`src/hdl/u16u8_pkg.sv`:
```
package u16u8_pkg;

    localparam int UNIT_W     = 16;
    localparam int BYTE_W     = 8;
    localparam int CP_W       = 21;
    localparam int JOB_BYTES  = 6;
    localparam int CNT_W      = 3;
    localparam int QUEUE_DEPTH = 2;

    localparam logic [UNIT_W-1:0] HIGH_FIRST = 16'hD800;
    localparam logic [UNIT_W-1:0] HIGH_LAST  = 16'hDBFF;
    localparam logic [UNIT_W-1:0] LOW_FIRST  = 16'hDC00;
    localparam logic [UNIT_W-1:0] LOW_LAST   = 16'hDFFF;
    localparam logic [CP_W-1:0]   SUPP_BASE  = 21'h10000;

    typedef struct packed {
        logic [3:0][BYTE_W-1:0] bytes;
        logic [CNT_W-1:0]       len;
    } enc_t;

    typedef struct packed {
        logic [JOB_BYTES-1:0][BYTE_W-1:0] bytes;
        logic [CNT_W-1:0]                 count;
        logic                             last;
    } job_t;

    function automatic enc_t encode_cp(input logic [CP_W-1:0] cp);
        enc_t e;
        e = '0;
        if (cp < 21'h80)
        begin
            e.bytes[0] = cp[7:0];
            e.len      = 3'd1;
        end
        else if (cp < 21'h800)
        begin
            e.bytes[0] = {3'b110, cp[10:6]};
            e.bytes[1] = {2'b10, cp[5:0]};
            e.len      = 3'd2;
        end
        else if (cp < SUPP_BASE)
        begin
            e.bytes[0] = {4'b1110, cp[15:12]};
            e.bytes[1] = {2'b10, cp[11:6]};
            e.bytes[2] = {2'b10, cp[5:0]};
            e.len      = 3'd3;
        end
        else
        begin
            e.bytes[0] = {5'b11110, cp[20:18]};
            e.bytes[1] = {2'b10, cp[17:12]};
            e.bytes[2] = {2'b10, cp[11:6]};
            e.bytes[3] = {2'b10, cp[5:0]};
            e.len      = 3'd4;
        end
        return e;
    endfunction

endpackage

```
`src/hdl/u16u8_front.sv`:
```
module u16u8_front (
    input  logic                       clk,
    input  logic                       rst_n,
    input  logic                       accept,
    input  logic [u16u8_pkg::UNIT_W-1:0] unit,
    input  logic                       unit_last,
    output logic                       push,
    output u16u8_pkg::job_t            job
);
    import u16u8_pkg::*;

    logic [UNIT_W-1:0] held_high_reg;
    logic [UNIT_W-1:0] held_high_next;
    logic              held_valid_reg;
    logic              held_valid_next;

    logic        is_high;
    logic        is_low;
    logic        pair;
    logic        flush;
    logic        hold_new;
    logic        cur_emit;
    logic [CP_W-1:0] pair_cp;
    enc_t        held_enc;
    enc_t        cur_enc;
    enc_t        pair_enc;

    always_comb
    begin
        is_high  = unit inside {[HIGH_FIRST:HIGH_LAST]};
        is_low   = unit inside {[LOW_FIRST:LOW_LAST]};
        pair     = held_valid_reg && is_low;
        flush    = held_valid_reg && !is_low;
        hold_new = !pair && is_high && !unit_last;
        cur_emit = !pair && !hold_new;

        pair_cp  = SUPP_BASE + {1'b0, held_high_reg[9:0], unit[9:0]};
        held_enc = encode_cp({5'd0, held_high_reg});
        cur_enc  = encode_cp({5'd0, unit});
        pair_enc = encode_cp(pair_cp);

        job = '0;
        job.last = unit_last;
        if (pair)
        begin
            job.bytes[3:0] = pair_enc.bytes;
            job.count      = pair_enc.len;
        end
        else if (flush)
        begin
            job.bytes[2:0] = held_enc.bytes[2:0];
            if (cur_emit)
            begin
                job.bytes[5:3] = cur_enc.bytes[2:0];
                job.count      = held_enc.len + cur_enc.len;
            end
            else
            begin
                job.count = held_enc.len;
            end
        end
        else if (cur_emit)
        begin
            job.bytes[3:0] = cur_enc.bytes;
            job.count      = cur_enc.len;
        end

        push = accept && (job.count != '0);

        held_valid_next = held_valid_reg;
        held_high_next  = held_high_reg;
        if (accept)
        begin
            held_valid_next = hold_new;
            held_high_next  = hold_new ? unit : '0;
        end
    end

    always_ff @(posedge clk or negedge rst_n)
    begin
        if (!rst_n)
        begin
            held_valid_reg <= 1'b0;
            held_high_reg  <= '0;
        end
        else
        begin
            held_valid_reg <= held_valid_next;
            held_high_reg  <= held_high_next;
        end
    end

endmodule

```
`src/hdl/u16u8_queue.sv`:
```
module u16u8_queue (
    input  logic            clk,
    input  logic            rst_n,
    input  logic            push,
    input  u16u8_pkg::job_t push_job,
    output logic            full,
    input  logic            pop,
    output logic            nonempty,
    output u16u8_pkg::job_t head
);
    import u16u8_pkg::*;

    localparam int PTR_W = $clog2(QUEUE_DEPTH);
    localparam int FILL_W = $clog2(QUEUE_DEPTH + 1);

    job_t              mem [QUEUE_DEPTH];
    logic [PTR_W-1:0]  wr_ptr_reg;
    logic [PTR_W-1:0]  wr_ptr_next;
    logic [PTR_W-1:0]  rd_ptr_reg;
    logic [PTR_W-1:0]  rd_ptr_next;
    logic [FILL_W-1:0] fill_reg;
    logic [FILL_W-1:0] fill_next;
    logic              do_push;
    logic              do_pop;

    always_comb
    begin
        full     = (fill_reg == FILL_W'(QUEUE_DEPTH));
        nonempty = (fill_reg != '0);
        head     = mem[rd_ptr_reg];
        do_push  = push && !full;
        do_pop   = pop && nonempty;

        wr_ptr_next = wr_ptr_reg;
        rd_ptr_next = rd_ptr_reg;
        if (do_push)
        begin
            wr_ptr_next = (wr_ptr_reg == PTR_W'(QUEUE_DEPTH - 1)) ? '0 : wr_ptr_reg + 1'b1;
        end
        if (do_pop)
        begin
            rd_ptr_next = (rd_ptr_reg == PTR_W'(QUEUE_DEPTH - 1)) ? '0 : rd_ptr_reg + 1'b1;
        end

        fill_next = fill_reg;
        if (do_push && !do_pop)
        begin
            fill_next = fill_reg + 1'b1;
        end
        else if (do_pop && !do_push)
        begin
            fill_next = fill_reg - 1'b1;
        end
    end

    always_ff @(posedge clk)
    begin
        if (do_push)
        begin
            mem[wr_ptr_reg] <= push_job;
        end
    end

    always_ff @(posedge clk or negedge rst_n)
    begin
        if (!rst_n)
        begin
            wr_ptr_reg <= '0;
            rd_ptr_reg <= '0;
            fill_reg   <= '0;
        end
        else
        begin
            wr_ptr_reg <= wr_ptr_next;
            rd_ptr_reg <= rd_ptr_next;
            fill_reg   <= fill_next;
        end
    end

endmodule

```
`src/hdl/u16u8_back.sv`:
```
module u16u8_back (
    input  logic                         clk,
    input  logic                         rst_n,
    input  logic                         job_avail,
    input  u16u8_pkg::job_t              job_in,
    output logic                         job_pop,
    output logic                         out_valid,
    input  logic                         out_ready,
    output logic [u16u8_pkg::BYTE_W-1:0] out_byte,
    output logic                         out_run_last,
    output logic                         out_string_end
);
    import u16u8_pkg::*;

    job_t             job_reg;
    job_t             job_next;
    logic             busy_reg;
    logic             busy_next;
    logic [CNT_W-1:0] idx_reg;
    logic [CNT_W-1:0] idx_next;
    logic             final_byte;
    logic             beat;

    always_comb
    begin
        final_byte     = (idx_reg == job_reg.count - 1'b1);
        beat           = busy_reg && out_ready;
        out_valid      = busy_reg;
        out_byte       = job_reg.bytes[idx_reg];
        out_run_last   = final_byte;
        out_string_end = final_byte && job_reg.last;

        job_pop   = job_avail && (!busy_reg || (beat && final_byte));
        job_next  = job_reg;
        busy_next = busy_reg;
        idx_next  = idx_reg;
        if (job_pop)
        begin
            job_next  = job_in;
            busy_next = 1'b1;
            idx_next  = '0;
        end
        else if (beat)
        begin
            if (final_byte)
            begin
                busy_next = 1'b0;
                idx_next  = '0;
            end
            else
            begin
                idx_next = idx_reg + 1'b1;
            end
        end
    end

    always_ff @(posedge clk)
    begin
        job_reg <= job_next;
    end

    always_ff @(posedge clk or negedge rst_n)
    begin
        if (!rst_n)
        begin
            busy_reg <= 1'b0;
            idx_reg  <= '0;
        end
        else
        begin
            busy_reg <= busy_next;
            idx_reg  <= idx_next;
        end
    end

endmodule

```
`src/hdl/utf16_to_utf8_transcoder.sv`:
```
// Channel   Direction  tdata            tuser       tlast
// s_axis    in         code_unit[15:0]  -           string_last
// m_axis    out        out_byte[7:0]    run_last    string_end
//
// Each UTF-8 byte takes one output beat, so a unit yields one to three bytes,
// a surrogate pair four bytes for both units, and a flushed lone high surrogate
// with the unit after it up to six; the byte serializer in the back end sends them.
// The front end classifies a unit and stores its bytes in a two-entry job queue,
// so input is taken while earlier bytes still drain; s_axis_tready drops only
// when the queue is full. Reset clears the held surrogate, the queue and the
// serializer at once.
module utf16_to_utf8_transcoder (
    input  logic        clk,
    input  logic        rst_n,
    input  logic        s_axis_tvalid,
    output logic        s_axis_tready,
    input  logic [15:0] s_axis_tdata,   // code_unit[15:0]
    input  logic        s_axis_tlast,
    output logic        m_axis_tvalid,
    input  logic        m_axis_tready,
    output logic [7:0]  m_axis_tdata,   // out_byte[7:0]
    output logic [0:0]  m_axis_tuser,   // run_last[0]
    output logic        m_axis_tlast
);
    import u16u8_pkg::*;

    logic accept;
    logic push;
    logic full;
    logic pop;
    logic nonempty;
    logic run_last;
    job_t front_job;
    job_t head_job;

    assign s_axis_tready   = !full;
    assign accept          = s_axis_tvalid && !full;
    assign m_axis_tuser[0] = run_last;

    u16u8_front u_front (
        .clk       (clk),
        .rst_n     (rst_n),
        .accept    (accept),
        .unit      (s_axis_tdata),
        .unit_last (s_axis_tlast),
        .push      (push),
        .job       (front_job)
    );

    u16u8_queue u_queue (
        .clk      (clk),
        .rst_n    (rst_n),
        .push     (push),
        .push_job (front_job),
        .full     (full),
        .pop      (pop),
        .nonempty (nonempty),
        .head     (head_job)
    );

    u16u8_back u_back (
        .clk            (clk),
        .rst_n          (rst_n),
        .job_avail      (nonempty),
        .job_in         (head_job),
        .job_pop        (pop),
        .out_valid      (m_axis_tvalid),
        .out_ready      (m_axis_tready),
        .out_byte       (m_axis_tdata),
        .out_run_last   (run_last),
        .out_string_end (m_axis_tlast)
    );

endmodule

```
`config.mk`:
```
export PLATFORM = sky130hd
export DESIGN_NAME = utf16_to_utf8_transcoder
export DESIGN_NICKNAME = d
export VERILOG_FILES = /design/src/hdl/u16u8_pkg.sv /design/src/hdl/u16u8_front.sv /design/src/hdl/u16u8_queue.sv /design/src/hdl/u16u8_back.sv /design/src/hdl/utf16_to_utf8_transcoder.sv
export SDC_FILE = /design/constraint.sdc
export NUM_CORES = 1
export LEC_CHECK = 0
export ABC_AREA = 0
export ABC_CLOCK_PERIOD_IN_PS = 6710
export BUFFER_PORTS_ARGS = -buffer_cell sky130_fd_sc_hd__clkbuf_2
export CAP_MARGIN = 40
export CORE_MARGIN = 2
export CORE_UTILIZATION = 57
export DETAILED_ROUTE_END_ITERATION = 12
export PLACE_DENSITY = 0.75
export SLEW_MARGIN = 5
export SYNTH_ARGS = -nofsm -noshare
export SYNTH_HDL_FRONTEND = slang
export SYNTH_SLANG_ARGS = --single-unit
export TNS_END_PERCENT = 20
```
`constraint.sdc`:
```
create_clock -name clk -period 6.71 [get_ports clk]
set_clock_uncertainty 0.05 [all_clocks]
set_input_delay 0.671 -clock clk [delete_from_list [all_inputs] [get_ports clk]]
set_output_delay 0.671 -clock clk [all_outputs]
set_load 0.03 [all_outputs]
```
==> metrics.txt, run 1 <==
outcome=complete, no violations; dpl ws=1.76 ns; post-route ant nets=0; worst hold margin=0.217 ns; First-pass DRT Iterations=8; area delta synth->final=11.8%; drt wl/cell=23.2 um; # port buffers=32; initial antenna violation count=0; Post-synth ARST share=14.8%; CTS Buffer Depth=2; maximum vdd drop=around 190 uV; Max FO, Critical Path=30; Least-Margin Pin Slew=slightly above 0.9 ns; gpl congestion=0.952; diode count=0; Layout Nets=approximately 670; H-Tree Depth=4; ratio of cells with drive above 1 in the final layout=22.9%; CP required=6.76 ns; clock period minus worst slack=4.58 ns; Pwr per Cell Area=around 390 nW/um^2; number of flip-flops in the largest register=96; leakage power=3.27 nW; final worst slack=2.13 ns; endpoints failing setup=0; clk slew on worst S/H paths=0.07 ns; crit end category=flop; clock latency on the worst-skew pair=approximately 0.43 ns; dominant synthesized flop cell=edfxtp_1; Synth Cell Area=7920 sq um; TNS Setup=0 ns; Rows=43; count of unique library cells instantiated by Yosys=68; Slew Viols, Final=0; routed vias=5223; CTS tree=done; Tcrit/Tclk final=about two thirds; crit-path max cell delay=0.73 ns; final wirelength=19300 um; DR vias/cell=6.26; vias in the first global route=a little over 5000; Setup crit start kind=primary input; global-route wire length before repair=29800 um; cell repeated most along the worst path=inv_1; FF-to-FF Start=u_front.held_high_reg[14]; 1st-iter DRT viols=583; Crit Path Category=in -> reg; post-cts resize count=0; Tot GR Track Use=27.6%; worst hold path type=in -> async; sequential-to-total area share from yosys stat=between 60% and 70%; Max Cap Viol=0; Core Area=13700 sq um; synth warn=0; hold buffers post-CTS=0; CP Data Arrival Time=approximately 4.6 ns; Top Family by Delay on Critical Path=simple AND/OR/NAND/NOR gates; Post-synth EDFFs=around 140; # DRC=0; DP HPWL=13600 um; Synthesized Nets=650; Die Area=14900 sq um; Buf/Inv on CP=5; Finished Core Util=64.6%; CTS Buf Count=17; die outline width=122 um; Sink Count=169; Crit. Startpoint=s_axis_tdata[12]; Boundary Pins=33; RSZ-0062 raised after global routing=false; FILL cells=1034; Die Ht=approximately 120 um; largest net degree at the start of global routing=31; Synth Instances=623; normalized max-slew margin=about two fifths; Critical Path, Cell by Cell=clkbuf_2 > nor4_1 > nand2b_1 > nor2_1 > inv_1 > ha_1 > inv_1 > fa_1 > inv_1 > o22ai_2 > o21ai_2 > o311ai_4 > nor2_4 > buf_4; Post-CTS Setup Repair Bufs=0; Hold Vio Cnt, Final=0; Root Driver=clkbuf_16; Crit-path slowest cell=nor2_4; Syn Area/Cell=12.7 sq um; starting density of the core=57.7%; Max Freq=0.218 GHz; FF+latch count, synth=169; global route overflow=0
==> kinds of logic after synthesis <==
| logic type | share of synthesized area [%] |
|---|---|
| buf+inv | 3.74 |
| compound gates | 11.3 |
| flops | 62.5 |
| fa+ha+maj | 1.04 |
| simple gates | 10.4 |
| xor+xnor | 1.11 |
| mux | 9.95 |
==> worst paths after layout <==
path                       cells after the start                   endpoint  slack, ns
max                                           14         u_queue.mem[0][35]       2.13
min                                            1   u_front.held_high_reg[9]       0.22
max reg2reg                                   12         u_queue.mem[0][35]       2.35
min reg2reg                                    1  u_front.held_high_reg[15]       0.48
max in group asynchronous                      1         u_queue.rd_ptr_reg       5.89
min in group clk                               1          u_queue.mem[0][0]       0.46
==> cells in the final DEF, fill, tap and decap left out, types with 4 or more instances in the layout <==
cell         n
clkbuf_2    32
nor4_1       5
dfrtp_1     24
o22ai_1     13
buf_4       10
and2_1       6
xnor2_1      7
o211ai_1     7
and3_1      10
ha_1         5
inv_1       27
mux2i_1      9
a21o_1       7
mux4_2       7
nand2b_1     4
mux2_2      48
nand2_1     61
o221ai_1     6
nand3_1     18
nor3_1       4
clkbuf_16   17
nor2_1      44
a21oi_1     25
a22oi_1      5
o21ai_0     31
a31oi_1      6
edfxtp_1   144
==> report_power, final <==
| part | switching [W] | leakage, nW | internal (W) | total [W] |
|---|---|---|---|---|
| Sequential | 0.000127 | 1.64 | 0.00143 | 0.00156 |
| Combinational | 0.000511 | 1.33 | 0.000350 | 0.000862 |
| Clock | 0.000418 | 0.298 | 0.000594 | 0.00101 |
==> layer usage <==
metal,share of wire [%],track usage (%)
met1,42,37.6
met4,3.5,12.1
met2,48,43.6
met3,6.0,5.38
met5,0,0
==> cells in the mapped netlist (all sizes together) (2+ instances only) <==
cell / number / share of area [%]
clkbuf: 33 / 1.7
nand2b: 4 / 0.32
a22oi: 5 / 0.47
mux2: 48 / 6.8
nor2: 46 / 2.2
a21o: 7 / 0.66
mux2i: 9 / 1.1
or3: 2 / 0.22
xor2: 3 / 0.33
xnor2: 7 / 0.77
dfrtp: 25 / 7.9
o32ai: 2 / 0.22
o21ai: 32 / 2.1
nand3: 18 / 1.1
nor2b: 2 / 0.16
edfxtp: 144 / 55
nand4b: 3 / 0.33
mux4: 7 / 2.0
ha: 5 / 0.79
buf: 11 / 0.73
a21oi: 26 / 1.6
nor4: 5 / 0.39
o32a: 2 / 0.27
a222oi: 3 / 0.38
and3: 11 / 0.88
o31ai: 2 / 0.19
nand2: 61 / 2.9
o221ai: 6 / 0.66
or4: 2 / 0.24
inv: 27 / 1.3
and2: 9 / 0.76
a31oi: 6 / 0.47
nor3: 4 / 0.25
a221o: 3 / 0.38
o22ai: 14 / 1.2
a211o: 2 / 0.22
a31o: 2 / 0.22
o211ai: 7 / 0.66
==> worst register-to-register path, cell delays in order (launching register included) <==
cell and delay, ns:
dfrtp_1 0.40, or4_4 0.54, nor2_1 0.44, nand2_1 0.17, ha_1 0.22, inv_1 0.07
fa_1 0.41, inv_1 0.08, o22ai_2 0.08, o21ai_2 0.23, o311ai_4 0.18, nor2_4 0.73
buf_4 0.44
==> final cells by class <==
class / count / area [sq um] / share of cell area, %
sequential: 169 / 4950 / 55.9
multi-input combinational: 383 / 2700 / 30.5
clock buffer: 17 / 425 / 4.80
timing repair buffer: 43 / 263 / 2.97
tap: 180 / 225 / 2.54
clock inverter: 15 / 190 / 2.15
inverter: 27 / 101 / 1.14
==> through the flow <==
step                      std cells  instance area, sq um  power (W)
after CTS                       834                  8860    0.00346
after global routing            834                  8860    0.00357
after floorplan                 623                  7920    0.00218
after global placement          800                  8210    0.00238
final                           834                  8860    0.00343
after detailed placement        802                  8240    0.00244
No activity file was read; power rests on OpenSTA's default activity.
==> inputs of run 2 (changes only) <==
Settings changed: ABC_AREA 0 to 1, ABC_CLOCK_PERIOD_IN_PS 6710 to 4200, CORE_UTILIZATION 57 to 56, PLACE_DENSITY 0.75 to 0.76.
Clock period 6.71 ns to 4.2 ns, I/O delays scaled along.
==> run 2 against run 1 <==
The run now ends with hold timing left. Setup slack worse by 1.3 ns. Sequential power up 56%. Global-route usage is 0.13 points higher. Cell count grew 8.0%. Area after synthesis is 2.0% lower. Via count increased by 2.6%. First-iteration DRC count up 7.2%.
==> metrics.txt, run 2 <==
Synth Cell Area=7760 sq um (was 7920 sq um); die outline width=122 um (about the same); final wirelength=19200 um (was 19300 um); outcome=finished, violations left (was complete, no violations); FILL cells=1067 (was 1034); Comb pwr share=25.8% (was 25.1%); leakage power=3.27 nW (about the same); clock period minus worst slack=3.32 ns; CTS Buffer Depth=2 (unchanged); clk slew on worst S/H paths=0.07 ns (about the same); First-pass DRT Iterations=6 (was 8); endpoints failing setup=0 (unchanged); CTS tree=done (unchanged); TNS Setup=0 ns (unchanged); Setup crit start kind=flop (was primary input); DR vias/cell=5.95 (was 6.26); commonest non-fill, non-tap cell in the layout=edfxtp_1 (unchanged); Pwr per Cell Area=605 nW/um^2 (was 388 nW/um^2); normalized max-slew margin=48.1% (was 38.8%); internal power=0.00361 W (was 0.00238 W); worst hold margin=-0.0122 ns (was 0.217 ns); Syn Area/Cell=11.6 sq um (was 12.7 sq um); failing checks=hold timing; RSZ-0062 raised after global routing=false (unchanged); H-Tree Depth=4 (unchanged); drt wl/cell=21.3 um (was 23.2 um); CP Data Arrival Time=3.39 ns (was 4.63 ns); metal2 WL=8670 um (was 9360 um); Sw Share=31.6% (was 30.8%); Crit Path Category=reg -> reg (was in -> reg); Tcrit/Tclk final=79.1%; Layout Cells excl Fill=901 (was 834); global-route wire length before repair=30000 um (was 29800 um); crit-path max cell delay=0.41 ns (was 0.73 ns); worst reg2reg setup slack=0.88 ns (was 2.35 ns); DP HPWL=13500 um (was 13600 um); diode count=0 (unchanged); post-cts resize count=0 (unchanged); count of unique library cells instantiated by Yosys=41 (was 68); maximum vdd drop=267 uV (was 193 uV); sequential share of power=46.0% (was 45.4%); # DRC=0 (unchanged); Synthesized Nets=694 (was 650); Synth Instances=667 (was 623); largest net degree at the start of global routing=50 (was 31); initial antenna violation count=0 (unchanged); Max Freq=0.301 GHz; worst hold path type=in -> async (unchanged); ratio of cells with drive above 1 in the final layout=20.4% (was 22.9%); r2r endpoint=u_queue.mem[0][32] (was u_queue.mem[0][35]); FF+latch count, synth=169 (unchanged); dominant synthesized flop cell=edfxtp_1 (unchanged); Crit. Startpoint=u_front.held_high_reg[12] (was s_axis_tdata[12]); global route overflow=0 (unchanged); Post-synth EDFFs=144 (unchanged); top layer in use=met4 (unchanged); final worst slack=0.878 ns (was 2.13 ns); synth warn=0 (unchanged); crit end category=flop (unchanged); area delta synth->final=12.5% (was 11.8%); Core Area=13700 sq um (unchanged); Sink Count=169 (unchanged); CP required=4.27 ns (was 6.76 ns); Cells after DPL=869 (was 802); clock latency on the worst-skew pair=0.43 ns (about the same); Boundary Pins=33 (unchanged); CTS Buf Count=17 (unchanged); Tot GR Track Use=27.8% (was 27.6%); starting density of the core=56.6% (was 57.7%); Hold Vio Cnt, Final=24 (was 0); Post-CTS Setup Repair Bufs=0 (unchanged); Synth top cells by count=edfxtp_1, nand2_1, inv_1 (was edfxtp_1, nand2_1, mux2_2); worst r2r path cells=15 (was 12); Synth area leaders=edfxtp_1, dfrtp_1, mux2_2 (unchanged); met3 wire length=1430 um (was 1160 um); Root Driver=clkbuf_16 (unchanged); hold buffers post-CTS=0 (unchanged); dpl ws=0.702 ns (was 1.76 ns); most frequent cells in the layout=edfxtp_1, nand2_1, inv_1 (was edfxtp_1, nand2_1, mux2_2); most numerous cell in the Yosys netlist=edfxtp_1 (unchanged); Layout Nets=735 (was 668); gpl congestion=1.06 (was 0.952); clock network power share=28.1% (was 29.5%); vias in the first global route=5356 (was 5141); Slew Viols, Final=0 (unchanged); FF-to-FF Start=u_front.held_high_reg[12] (was u_front.held_high_reg[14]); post-route ant nets=0 (unchanged); Max Cap Viol=0 (unchanged); Post-synth ARST share=14.8% (unchanged); sequential-to-total area share from yosys stat=63.8% (was 62.5%); M1 wire length=8330 um (was 8120 um); critical path endpoint=u_queue.mem[0][32] (was u_queue.mem[0][35]); Crit-path slowest cell=dfrtp_1 (was nor2_4); Die Ht=122 um (about the same); cell taking the most area after synthesis=edfxtp_1 (unchanged); Rows=43 (unchanged); Critical Path, Cell by Cell=nor2_1 > nand3_2 > nor2_1 > inv_1 > ha_1 > inv_1 > fa_1 > a21oi_1 > nand2_1 > nand2_1 > nor2_4 > nand3_2 > nand3_1 > inv_2 > buf_4 (was clkbuf_2 > nor4_1 > nand2b_1 > nor2_1 > inv_1 > ha_1 > inv_1 > fa_1 > inv_1 > o22ai_2 > o21ai_2 > o311ai_4 > nor2_4 > buf_4); NetSw=0.00167 W (was 0.00106 W); area share of the largest cell type after synthesis=55.7% (was 54.6%); # port buffers=32 (unchanged); number of flip-flops in the largest register=96 (unchanged); 1st-iter DRT viols=625 (was 583); Die Area=14800 sq um (was 14900 sq um); routed vias=5359 (was 5223); Least-Margin Pin Slew=0.779 ns (was 0.916 ns); Max FO, Critical Path=23 (was 30)
-- run 2: worst min-delay path by stage --
stage | startpoint | end | cells past startpoint
CTS | rst_n | u_front.held_valid_reg | 1
floorplan | rst_n | u_back.idx_reg[0] | 0
finish | rst_n | u_front.held_high_reg[15] | 1
global placement | u_queue.wr_ptr_reg | u_queue.wr_ptr_reg | 2
global route | rst_n | u_front.held_high_reg[5] | 1
detailed placement | u_queue.wr_ptr_reg | u_queue.wr_ptr_reg | 2
-- run 2: layer usage --
layer / vias to the layer above / GRT usage, %
met3: 62 / 5.01
li1: 2465 / -
met4: 0 / 14.6
met5: - / 0
met1: 2558 / 39.1
met2: 274 / 41.5
-- run 2: cells by family (layout without fill, tap and decap cells) --
| group | Yosys count | in the layout | share of synthesized area [%] |
|---|---|---|---|
| xor+xnor | 7 | 7 | 0.790 |
| compound gates | 142 | 142 | 10.7 |
| buf+inv | 96 | 150 | 4.85 |
| mux | 48 | 48 | 6.96 |
| simple gates | 199 | 199 | 11.8 |
| flops | 169 | 169 | 63.8 |
| fa+ha+maj | 6 | 6 | 1.06 |
-- run 2: worst max-delay path: cells and delay by family, from the launching register on --
kind                     cells  cell delay (ns)
AND/OR/NAND/NOR              8             0.91
buffers and inverters        4             0.90
adder cells (fa/ha/maj)      2             0.61
flip-flops                   1             0.41
AO/OA/AOI/OAI                1             0.13
-- run 2: per-stage QoR --
step	power, W	util, %	area [sq um]
3_5_place_dp	0.00382	59.5	8170
3_3_place_gp	0.00375	59.4	8150
4_1_cts	0.00530	63.6	8730
2_1_floorplan	0.00337	-	7770
6_report	0.00528	63.6	8730
5_1_grt	0.00552	63.6	8730
-- run 2: power groups by stage --
stage / clock [W] / sequential (W) / combinational [W]
after floorplan: 0 / 0.00238 / 0.000991
after global placement: 0 / 0.00251 / 0.00124
after detailed placement: 0 / 0.00246 / 0.00136
after CTS: 0.00150 / 0.00243 / 0.00137
after global routing: 0.00157 / 0.00246 / 0.00149
final: 0.00149 / 0.00243 / 0.00136
-- run 2: final cells by class --
| cell class | count | area (sq um) | share of cell area (%) |
|---|---|---|---|
| flip-flops and latches | 169 | 4950 | 56.7 |
| multi-input cells | 402 | 2450 | 28.1 |
| clock buffers | 18 | 429 | 4.92 |
| inverters | 77 | 289 | 3.31 |
| repair buffers | 41 | 253 | 2.90 |
| well taps | 180 | 225 | 2.58 |
| clock inverters | 14 | 131 | 1.50 |
